$ cat src/permission_mask_table_defines.svh
// Assertion macros shared by the permission mask table modules.
`ifndef PERMISSION_MASK_TABLE_DEFINES_SVH
`define PERMISSION_MASK_TABLE_DEFINES_SVH

// Check that a property holds at every clock edge outside reset.
`define PMT_ASSERT(lbl, prop) \
  lbl: assert property (@(posedge clk_i) disable iff (!rst_ni) (prop)) \
    else $error("permission mask table: assertion failed");

// Check that a condition is followed by another in the next cycle.
`define PMT_ASSERT_NEXT(lbl, cond, nxt) \
  lbl: assert property (@(posedge clk_i) disable iff (!rst_ni) (cond) |=> (nxt)) \
    else $error("permission mask table: sequence check failed");

`endif

$ cat src/pmt_pkg.sv
// Types and codes shared by the permission mask table modules.
package pmt_pkg;

  localparam int unsigned UserW = 32;
  localparam int unsigned MaskW = 64;

  typedef enum logic [1:0] {
    OP_GRANT  = 2'd0,
    OP_REVOKE = 2'd1,
    OP_CHECK  = 2'd2
  } op_e;

  typedef enum logic [2:0] {
    ACT_NONE,
    ACT_MERGE,
    ACT_ALLOC,
    ACT_FULL,
    ACT_REVOKE,
    ACT_CHECK
  } act_e;

  typedef enum logic [2:0] {
    ST_IDLE,
    ST_SCAN,
    ST_DRAIN,
    ST_UPDATE,
    ST_RESP
  } state_e;

  typedef struct packed {
    logic [UserW-1:0] user;
    logic [MaskW-1:0] mask;
  } entry_t;

  typedef struct packed {
    logic load;
    logic scan_en;
    act_e act;
  } cmd_t;

  typedef struct packed {
    logic [1:0] op;
    logic       hit;
    logic       free;
  } stat_t;

endpackage

$ cat src/pmt_ctrl.sv
// Sequencer for the permission mask table: request intake, table scan, update, response.
`include "permission_mask_table_defines.svh"

module pmt_ctrl
  import pmt_pkg::*;
#(
  parameter int unsigned ENTRIES = 16,
  parameter int unsigned IDX_W   = 4
) (
  input  logic             clk_i,
  input  logic             rst_ni,
  input  logic             start_i,
  output logic             busy_o,
  output logic             done_o,
  output cmd_t             cmd_o,
  output logic [IDX_W-1:0] scan_idx_o,
  input  stat_t            stat_i
);

  localparam logic [IDX_W-1:0] LastIdx = IDX_W'(ENTRIES - 1);

  state_e           state_q, state_d;
  logic [IDX_W-1:0] idx_q, idx_d;

  always_comb begin
    state_d = state_q;
    unique case (state_q)
      ST_IDLE:   if (start_i) state_d = ST_SCAN;
      ST_SCAN:   if (idx_q == LastIdx) state_d = ST_DRAIN;
      ST_DRAIN:  state_d = ST_UPDATE;
      ST_UPDATE: state_d = ST_RESP;
      ST_RESP:   state_d = ST_IDLE;
      default:   state_d = ST_IDLE;
    endcase
  end

  always_comb begin
    idx_d = idx_q;
    if (state_q == ST_IDLE) begin
      idx_d = '0;
    end else if (state_q == ST_SCAN && idx_q != LastIdx) begin
      idx_d = idx_q + 1'b1;
    end
  end

  always_comb begin
    cmd_o.load    = 1'b0;
    cmd_o.scan_en = 1'b0;
    cmd_o.act     = ACT_NONE;
    busy_o        = 1'b1;
    done_o        = 1'b0;
    unique case (state_q)
      ST_IDLE: begin
        busy_o     = 1'b0;
        cmd_o.load = start_i;
      end
      ST_SCAN: cmd_o.scan_en = 1'b1;
      ST_DRAIN: ;
      ST_UPDATE: begin
        priority if (stat_i.op == OP_GRANT) begin
          if (stat_i.hit)       cmd_o.act = ACT_MERGE;
          else if (stat_i.free) cmd_o.act = ACT_ALLOC;
          else                  cmd_o.act = ACT_FULL;
        end else if (stat_i.op == OP_REVOKE) begin
          cmd_o.act = stat_i.hit ? ACT_REVOKE : ACT_NONE;
        end else if (stat_i.op == OP_CHECK) begin
          cmd_o.act = ACT_CHECK;
        end else begin
          cmd_o.act = ACT_NONE;
        end
      end
      ST_RESP: done_o = 1'b1;
      default: ;
    endcase
  end

  assign scan_idx_o = idx_q;

  always_ff @(posedge clk_i or negedge rst_ni) begin
    if (!rst_ni) begin
      state_q <= ST_IDLE;
      idx_q   <= '0;
    end else begin
      state_q <= state_d;
      idx_q   <= idx_d;
    end
  end

  `PMT_ASSERT_NEXT(a_done_single, done_o, !done_o)
  `PMT_ASSERT_NEXT(a_update_then_done, state_q == ST_UPDATE, done_o)
  `PMT_ASSERT(a_scan_in_range, !cmd_o.scan_en || idx_q <= LastIdx)

endmodule

$ cat src/pmt_datapath.sv
// Entry storage, scan compare and update logic of the permission mask table.
`include "permission_mask_table_defines.svh"

module pmt_datapath
  import pmt_pkg::*;
#(
  parameter int unsigned ENTRIES = 16,
  parameter int unsigned IDX_W   = 4
) (
  input  logic             clk_i,
  input  logic             rst_ni,
  input  logic [1:0]       op_i,
  input  logic [UserW-1:0] user_id_i,
  input  logic [MaskW-1:0] access_mask_i,
  input  cmd_t             cmd_i,
  input  logic [IDX_W-1:0] scan_idx_i,
  output stat_t            stat_o,
  output logic             status_o,
  output logic             allowed_o
);

  entry_t           mem_q [ENTRIES];
  logic [ENTRIES-1:0] valid_q;

  logic [1:0]       op_q;
  logic [UserW-1:0] user_q;
  logic [MaskW-1:0] mask_q;

  entry_t           rd_data_q;
  logic             cmp_valid_q;
  logic [IDX_W-1:0] cmp_idx_q;

  logic             hit_q, free_q;
  logic [IDX_W-1:0] hit_idx_q, free_idx_q;
  logic [MaskW-1:0] hit_mask_q;

  logic             status_q, allowed_q;

  logic             cmp_hit, cmp_free;
  logic [MaskW-1:0] merge_mask, rev_mask;
  logic             wr_en;
  logic [IDX_W-1:0] wr_idx;
  entry_t           wr_data;
  logic             check_ok;

  assign cmp_hit  = cmp_valid_q && valid_q[cmp_idx_q] && (rd_data_q.user == user_q);
  assign cmp_free = cmp_valid_q && !valid_q[cmp_idx_q];

  assign merge_mask = hit_mask_q | mask_q;
  assign rev_mask   = hit_mask_q & ~mask_q;
  assign check_ok   = hit_q && ((hit_mask_q & mask_q) == mask_q);

  always_comb begin
    wr_en   = 1'b0;
    wr_idx  = hit_idx_q;
    wr_data = '{user: user_q, mask: merge_mask};
    unique case (cmd_i.act)
      ACT_MERGE: wr_en = 1'b1;
      ACT_ALLOC: begin
        wr_en   = 1'b1;
        wr_idx  = free_idx_q;
        wr_data = '{user: user_q, mask: mask_q};
      end
      ACT_REVOKE: begin
        wr_en = 1'b1;
        // clear the user field too when the entry is freed
        wr_data = '{user: (rev_mask == '0) ? '0 : user_q, mask: rev_mask};
      end
      ACT_NONE, ACT_FULL, ACT_CHECK: ;
      default: ;
    endcase
  end

  // Entry memory: one read port for the scan, one write port for the update.
  always_ff @(posedge clk_i) begin
    if (wr_en) begin
      mem_q[wr_idx] <= wr_data;
    end
    if (cmd_i.scan_en) begin
      rd_data_q <= mem_q[scan_idx_i];
    end
  end

  // Request and match payload.
  always_ff @(posedge clk_i) begin
    if (cmd_i.load) begin
      op_q   <= op_i;
      user_q <= user_id_i;
      mask_q <= access_mask_i;
    end
    cmp_idx_q <= scan_idx_i;
    if (cmp_hit) begin
      hit_idx_q  <= cmp_idx_q;
      hit_mask_q <= rd_data_q.mask;
    end
    if (cmp_free && !free_q) begin
      free_idx_q <= cmp_idx_q;
    end
  end

  always_ff @(posedge clk_i or negedge rst_ni) begin
    if (!rst_ni) begin
      valid_q     <= '0;
      cmp_valid_q <= 1'b0;
      hit_q       <= 1'b0;
      free_q      <= 1'b0;
      status_q    <= 1'b0;
      allowed_q   <= 1'b0;
    end else begin
      cmp_valid_q <= cmd_i.scan_en;
      if (cmd_i.load) begin
        hit_q  <= 1'b0;
        free_q <= 1'b0;
      end else begin
        if (cmp_hit) hit_q <= 1'b1;
        if (cmp_free) free_q <= 1'b1;
      end
      if (cmd_i.act == ACT_ALLOC) begin
        valid_q[free_idx_q] <= 1'b1;
      end else if (cmd_i.act == ACT_REVOKE && rev_mask == '0) begin
        valid_q[hit_idx_q] <= 1'b0;
      end
      if (cmd_i.act != ACT_NONE || cmd_i.load) begin
        status_q  <= (cmd_i.act == ACT_FULL);
        allowed_q <= (cmd_i.act == ACT_CHECK) && check_ok;
      end
    end
  end

  assign stat_o.op   = op_q;
  assign stat_o.hit  = hit_q;
  assign stat_o.free = free_q;
  assign status_o    = status_q;
  assign allowed_o   = allowed_q;

  `PMT_ASSERT(a_alloc_needs_free, cmd_i.act != ACT_ALLOC || (free_q && !hit_q))
  `PMT_ASSERT(a_no_read_on_write, !(wr_en && cmd_i.scan_en))
  `PMT_ASSERT_NEXT(a_alloc_sets_valid, cmd_i.act == ACT_ALLOC, valid_q[$past(free_idx_q)])

endmodule

$ cat src/permission_mask_table.sv
// Top level of the permission mask table.
//
// Holds up to ENTRIES (user id, 64-bit permission mask) pairs. A request is
// taken at a rising edge with start_i high and busy_o low; op_i selects grant,
// revoke or check for user_id_i with access_mask_i. A grant to a new user
// takes the lowest free entry, or reports status_o = 1 if none is free.
// A revoke that leaves the mask zero frees the entry. A check sets allowed_o
// when the user is present and holds every requested bit.
// Each request scans the entry memory one entry per cycle over its single
// read port, then drains the last compare in ST_DRAIN and updates the entry
// in ST_UPDATE. The result appears in ST_RESP with done_o high for exactly
// one cycle; a new request is taken only after that, once the sequencer is
// back in ST_IDLE and busy_o is low, so requests never overlap.
// The receiver cannot stall: results must be taken in the done_o cycle.
// Reset clears all entry valid bits at once; the table is empty right after
// reset and a request may be issued in the first cycle.
module permission_mask_table
  import pmt_pkg::*;
#(
  parameter int unsigned ENTRIES = 16
) (
  input  logic             clk_i,
  input  logic             rst_ni,
  input  logic             start_i,
  output logic             busy_o,
  input  logic [1:0]       op_i,
  input  logic [UserW-1:0] user_id_i,
  input  logic [MaskW-1:0] access_mask_i,
  output logic             done_o,
  output logic             status_o,
  output logic             allowed_o
);

  localparam int unsigned IdxW = (ENTRIES > 1) ? $clog2(ENTRIES) : 1;

  cmd_t            cmd;
  stat_t           stat;
  logic [IdxW-1:0] scan_idx;

  pmt_ctrl #(
    .ENTRIES (ENTRIES),
    .IDX_W   (IdxW)
  ) u_ctrl (
    .clk_i      (clk_i),
    .rst_ni     (rst_ni),
    .start_i    (start_i),
    .busy_o     (busy_o),
    .done_o     (done_o),
    .cmd_o      (cmd),
    .scan_idx_o (scan_idx),
    .stat_i     (stat)
  );

  pmt_datapath #(
    .ENTRIES (ENTRIES),
    .IDX_W   (IdxW)
  ) u_datapath (
    .clk_i         (clk_i),
    .rst_ni        (rst_ni),
    .op_i          (op_i),
    .user_id_i     (user_id_i),
    .access_mask_i (access_mask_i),
    .cmd_i         (cmd),
    .scan_idx_i    (scan_idx),
    .stat_o        (stat),
    .status_o      (status_o),
    .allowed_o     (allowed_o)
  );

endmodule

$ cat config.mk
export PLATFORM = sky130hd
export DESIGN_NAME = permission_mask_table
export DESIGN_NICKNAME = d
export VERILOG_FILES = /design/src/pmt_pkg.sv /design/src/pmt_ctrl.sv /design/src/pmt_datapath.sv /design/src/permission_mask_table.sv
export VERILOG_INCLUDE_DIRS = /design/src /design/src/src
export SDC_FILE = /design/constraint.sdc
export NUM_CORES = 2
export LEC_CHECK = 0
export BUFFER_PORTS_ARGS = -buffer_cell sky130_fd_sc_hd__buf_4
export CAP_MARGIN = 10
export CORE_ASPECT_RATIO = 1.4
export CORE_MARGIN = 4
export CORE_UTILIZATION = 35
export CTS_CLUSTER_DIAMETER = 60
export DETAILED_ROUTE_END_ITERATION = 16
export GPL_TIMING_DRIVEN = 0
export PLACE_DENSITY = 0.58
export SLEW_MARGIN = 15
export SYNTH_ARGS = -nofsm -noshare
export SYNTH_HDL_FRONTEND = slang
export SYNTH_HIERARCHICAL = 1
export SYNTH_SLANG_ARGS = --single-unit
$ cat constraint.sdc
create_clock -name clk_i -period 21.7 [get_ports clk_i]
set_clock_uncertainty 0.15 [all_clocks]
set_input_delay 6.51 -clock clk_i [delete_from_list [all_inputs] [get_ports clk_i]]
set_output_delay 6.51 -clock clk_i [all_outputs]
set_load 0.02 [all_outputs]
Word level (Yosys, flattened, before mapping)
Memory sizes are Yosys's and may differ from the RTL's. A register that Yosys moved wholly into a read port is not among the register bits.
Cells that the tools add are included.
{"block": "classes", "n_addsub": 1, "eq_ne": 17, "bitwise": 7, "muxes": 34, "n_reduce_logical": 23, "n_lt_le_gt_ge": 5}
{"op": "$pmux W96 S2", "n": 1}
{"op": "$and A64 B64 Y64", "n": 2}
{"op": "$eq A64 B64 Y1", "n": 1}
{"op": "$logic_not A64 Y1", "n": 1}
{"op": "$not A64 Y64", "n": 1}
{"op": "$or A64 B64 Y64", "n": 1}
{"op": "$eq A32 B32 Y1", "n": 1}
{"op": "$mux W16", "n": 2}
{"op": "$mux W32", "n": 1}
{"op": "$mux W3", "n": 8}
{"op": "$and A16 B16 Y16", "n": 1}
{"op": "$not A16 Y16", "n": 1}
{"op": "$or A16 B16 Y16", "n": 1}
{"op": "$lt A4 B5 Y1 const B", "n": 3}
{"op": "$mux W1", "n": 15}
{"op": "$eq A3 B2 Y1 const B", "n": 4}
{"op": "$mux W4", "n": 3}
{"op": "$pmux W3 S4", "n": 1}
{"op": "$logic_and A1 B1 Y1", "n": 10}
{"op": "$eq A3 B3 Y1 const B", "n": 3}
{"op": "$demux W1 S4", "n": 2}
{"op": "$ge A4 B1 Y1 const B", "n": 2}
{"op": "$reduce_bool A2 Y1", "n": 4}
{"op": "$eq A3 B1 Y1 const B", "n": 2}
{"op": "15 further kinds", "n": 16}
{"block": "word_totals", "mem_count": 1, "mem_bits_rw": 1536, "wordCells": 103, "reg_bits": 202}
{"name": "u_datapath.mem_q", "words": 16, "width": 96, "read_ports": 1, "rd_clocked_by_memory_dff": 1, "write_ports": 1, "line": "pmt_datapath.sv:22", "source": "entry_t mem_q [ENTRIES];"}

Depth between registers and ports, before layout
{"block": "depth", "word_depth": 10, "depth_mapped": 12, "mapped_depth_nobuf": 9}

By module
The synthesis kept the hierarchy.
{"module": "pmt_datapath", "seq_area_each_um2": 54717.5, "n_inst": 1, "area_per_inst_um2": 69337.8, "cells_each": 2938}
{"module": "pmt_ctrl", "seq_area_each_um2": 175.2, "n_inst": 1, "area_per_inst_um2": 397.9, "cells_each": 44}

Worst setup path before layout
Ideal clock, no wire load.
{"block": "synth_path", "path_type": "input to register", "from": "input start_i", "to": "register u_datapath.mask_q[0], enable pin", "n_path_buf": 0, "path_slack_ps": 12255, "t_arrival_ps": 8825, "cell_stages": 1, "setup_time_ps": 470, "path_cell_list": "and2_1"}
{"block": "synth_via", "elab_chain_len": 1}
{"item": "from (decl)", "line": "permission_mask_table.sv:24", "source": "input logic start_i,"}
{"item": "$mux W1", "line": "pmt_ctrl.sv:52", "source": "unique case (state_q)"}
{"item": "to (signal assigned)", "line": "pmt_datapath.sv:89", "source": "mask_q <= access_mask_i;"}
{"item": "to (decl)", "line": "pmt_datapath.sv:27", "source": "logic [MaskW-1:0] mask_q;"}
Every way passes these cells.
A chain may end at the register's enable or synchronous reset.

Worst setup path in the final report
{"block": "layout_path", "from": "register u_ctrl.state_q[1]", "to": "output busy_o"}
{"block": "layout_via", "elab_chain_len": 2}
{"item": "from (decl)", "line": "pmt_ctrl.sv:22", "source": "state_e state_q, state_d;"}
{"item": "from (signal assigned)", "line": "pmt_ctrl.sv:84", "source": "state_q <= state_d;"}
{"item": "$logic_not A3 Y1", "line": "pmt_ctrl.sv:52"}
{"item": "$mux W1", "line": "pmt_ctrl.sv:52"}
{"item": "to (decl)", "line": "permission_mask_table.sv:25", "source": "output logic busy_o,"}
Every way passes these cells.

==> results.py <==
metrics = {
    "cts": {
        "cts-buffers-inserted": 186,
        "clkTransAtPathRegs_ns": 0.07,
        "cts_max_path_buffers": 4,
        "post-cts-setup-buffers": 0,
        "clock_sinks": 1834,
        "hold_buffers": 0,
        "cts_resized": 0,
        "h-tree-depth": 4,
        "clkLatencyLatePin_ns": 0.86,
        "tritoncts": "yes",
        "cts_root_buffer": "clkbuf_16",
    },
    "setup_path": {
        "path_class": "reg2out",
        "rr_startpoint": "u_ctrl/state_q[2]$_DFFE_PN0P_",
        "crit_family": "flip-flops",
        "startpoint": "u_ctrl/state_q[1]$_DFFE_PN0P_",
        "rr_endpoint": "u_datapath/mem_q[8][63]$_DFFE_PP_",
        "rrSetupSlack_ns": 16.66,
        "cp-endpoint": "busy_o",
        "critPathArrivalTime_ns": 2.06,
        "crit_slowest_cell": "dfrtp_1",
        "cp_num_cells": 3,
        "endpoint_kind": "output pin",
        "worst-path-buf-inv": 2,
        "crit_fanout": 7,
        "critPathLaunchType": "flop",
        "rr_worst_depth": 9,
        "cp_cell_sequence": "nor3_1, inv_1, buf_4",
        "cp_slowest_stage_delay_ns": 0.45,
        "cp_data_required_time_ns": 15.04,
    },
    "final_layout": {
        "drive_gt1_frac": 0.313,
        "finalCoreUtilization": 0.418,
        "final_common_cell": "edfxtp_1",
        "multi_input_area_um2": 14300,
        "final-seq-area_um2": 54900,
        "syn2layout_area_growth_pct": 18.5,
        "mostFrequentLayoutCells": "1802 x edfxtp_1, 484 x mux4_2, 187 x clkbuf_16, 146 x buf_4, 93 x clkbuf_1",
        "fill_cells": 16900,
        "nNetsFinal": 3513,
    },
    "timing": {
        "timing.final.crit_share": 0.402,
        "finalHoldViolations": 0,
        "worst_slew_pin_slew_ns": 1.30,
        "setup_violations": 0,
        "drv_slew": 0,
        "fmax_mhz": 115,
        "max_slew_margin": 0.136,
        "finalSetupTns_ns": 0,
        "rsz0062_at_grt": "false",
        "min_period_ns": 8.72,
    },
    "die": {
        "dieArea_um2": 207000,
        "initial_core_util": 0.353,
        "fp.dieH_um": 536,
        "fp.dieW_um": 385,
        "rows": 193,
        "ios": 105,
        "core_area_um2": 198000,
    },
    "global_routing": {
        "grt_use_met3": 0.0299,
        "busiest_layer": "met2",
        "antenna_found_initial": 6,
        "gr-usage-met2": 0.308,
        "first_global_vias": 34300,
        "grt_remaining_overflow": 0,
        "use_met1": 0.245,
        "grt_pass1_wl_um": 267000,
        "track_usage": 0.183,
        "grt_max_degree": 65,
    },
    "routing": {
        "vias": 33500,
        "wl_per_cell_um": 30.7,
        "drtPass1Iterations": 5,
        "via_per_inst": 5.42,
        "finalWirelength_um": 190000,
        "drc": 0,
        "ant_nets": 0,
        "initialDrtViolationCount": 3771,
    },
    "yosys": {
        "synth_top_area_cell": "edfxtp_1",
        "ys.flop_type": "edfxtp_1",
        "synthTopCellsByArea": "edfxtp_1 78%, mux4_2 16%, dfrtp_1 1.0%",
        "ys_ff_latch": 1834,
        "yosysWarnings": 6,
        "synth_top_area_frac": 0.776,
        "avgSynthCellArea_um2": 23.4,
        "synthCells": 2982,
        "yosysSeqAreaShare": 0.787,
        "synthesis.nets": 3084,
        "synth_enable_flop_cells": 1802,
        "syn-cell-area_um2": 69700,
        "async_reset_ff_frac": 0.0153,
        "ys_types": 55,
    },
    "worst_hold_path": {
        "hold_class": "reg2reg",
        "hold_start": "u_datapath/rd_data_q[24]$_DFFE_PP_",
    },
    "power_and_ir_drop": {
        "ir_drop_v": 0.0000860,
        "combPwrFrac": 0.225,
        "power_leakage_nw": 25.7,
        "power_mw": 9.51,
        "seq_power_share": 0.455,
        "power.internal_mw": 6.91,
        "pwr_density_cell_nw_per_um2": 115,
        "clkPwrFrac": 0.320,
        "swShare": 0.273,
        "switchingPower_mw": 2.60,
    },
    "outcome": {
        "status": "completed",
    },
    "place": {
        "place.gp.congestion": 0.936,
        "io_buffers": 104,
        "dp_hpwl_um": 124000,
    },
    "job": {
        "max-cap-violations": 0,
    },
}
## power by group through the flow
stage               combinational [mW]  clock [mW]  sequential, mW
floorplan                         1.42           0            4.35
global placement                  2.11           0            4.44
detailed placement                2.18           0            4.40
CTS                               2.19        3.11            4.33
global route                      2.26        3.26            4.34
finish                            2.14        3.04            4.33
## Yosys cell counts (2+ instances only)
| master | number |
|---|---|
| buf_6 | 11 |
| mux2_2 | 7 |
| dfrtp_1 | 28 |
| and2_1 | 37 |
| nand2b_1 | 81 |
| nor4_1 | 13 |
| nand3_1 | 9 |
| a22o_1 | 2 |
| buf_2 | 12 |
| mux2_1 | 10 |
| nand2_1 | 44 |
| dfxtp_1 | 4 |
| edfxtp_1 | 1802 |
| clkbuf_1 | 67 |
| o21ai_0 | 65 |
| mux4_2 | 484 |
| buf_1 | 8 |
| nor3b_2 | 2 |
| mux2i_1 | 2 |
| a2111oi_0 | 3 |
| or3_1 | 3 |
| o2111ai_1 | 6 |
| or2_2 | 4 |
| a21oi_1 | 10 |
| inv_1 | 50 |
| xnor2_1 | 28 |
| xor2_1 | 4 |
| o22ai_1 | 48 |
| nand3b_1 | 7 |
| nor3_1 | 6 |
| nor2_1 | 25 |
| nor2b_1 | 11 |
| and3_1 | 4 |
| buf_4 | 33 |
| nand4_1 | 32 |
## cell type report
type                       instances  share of cell area
buffer                           132             0.00879
tap                             2632              0.0399
inverter                          50             0.00236
sequential                      1834               0.665
timing repair buffer             241              0.0431
clock buffer                     219              0.0581
multi-input combinational        966               0.173
clock inverter                   106              0.0104
antenna                            3           0.0000909
## worst min path at each step
stage,end,slack (ns),cells past startpoint
after floorplan,u_datapath/hit_mask_q[0]$_DFFE_PP_,0.25,0
after global placement,u_datapath/hit_mask_q[17]$_DFFE_PP_,0.25,0
after detailed placement,u_datapath/hit_mask_q[0]$_DFFE_PP_,0.25,0
after CTS,u_datapath/hit_mask_q[24]$_DFFE_PP_,0.24,0
after global routing,u_datapath/hit_mask_q[14]$_DFFE_PP_,0.27,0
final,u_datapath/hit_mask_q[24]$_DFFE_PP_,0.25,0
## flip-flops by register name, indices dropped and copies added (netlist names), 4 cells and up
name / cells
u_datapath/mem_q: 1536
u_datapath/rd_data_q: 96
u_datapath/hit_mask_q: 64
u_datapath/mask_q: 64
u_datapath/user_q: 32
u_datapath/valid_q: 16
u_ctrl/scan_idx_o: 4
u_datapath/cmp_idx_q: 4
u_datapath/free_idx_q: 4
u_datapath/hit_idx_q: 4
## worst register-to-register path: cells and delay by family (launching register included)
kind | cells | cell delay [ns]
buffers and inverters | 3 | 0.69
muxes | 1 | 0.45
DFF | 1 | 0.43
and+or+nand+nor | 5 | 2.98
## kinds of logic (layout without fill, tap and decap cells)
family                   Yosys count  count (layout)  share of synthesized area
AO/OA/AOI/OAI                    144             144                     0.0124
XOR/XNOR                          32              32                    0.00402
adder cells (fa/ha/maj)            1               1                   0.000179
buffers and inverters            182             748                     0.0130
flip-flops                      1834            1834                      0.787
multiplexers                     504             504                      0.160
other                              0               3                          0
AND/OR/NAND/NOR                  285             285                     0.0235
## layer usage
metal | wire (um) | share of wire | vias to the layer above
met2 | 94700 | 0.50 | 1345
met3 | 12900 | 0.068 | 283
met5 | 7 | 0.000037 | -
met4 | 6430 | 0.034 | 2
met1 | 75700 | 0.40 | 18400
li1 | - | - | 13500
## metrics by stage
step | cells | cell area (um^2) | setup WS (ns) | hold WS, ns
3_5_place_dp | 5854 | 76900 | 13.81 | 0.255
2_1_floorplan | 2982 | 69700 | 12.25 | 0.250
4_1_cts | 6179 | 82500 | 12.91 | 0.240
6_report | 6183 | 82600 | 12.98 | 0.248
3_3_place_gp | 5718 | 73800 | 7.37 | 0.252
5_1_grt | 6181 | 82600 | 12.79 | 0.270
Note: power is estimated with default switching activity, not from simulation.
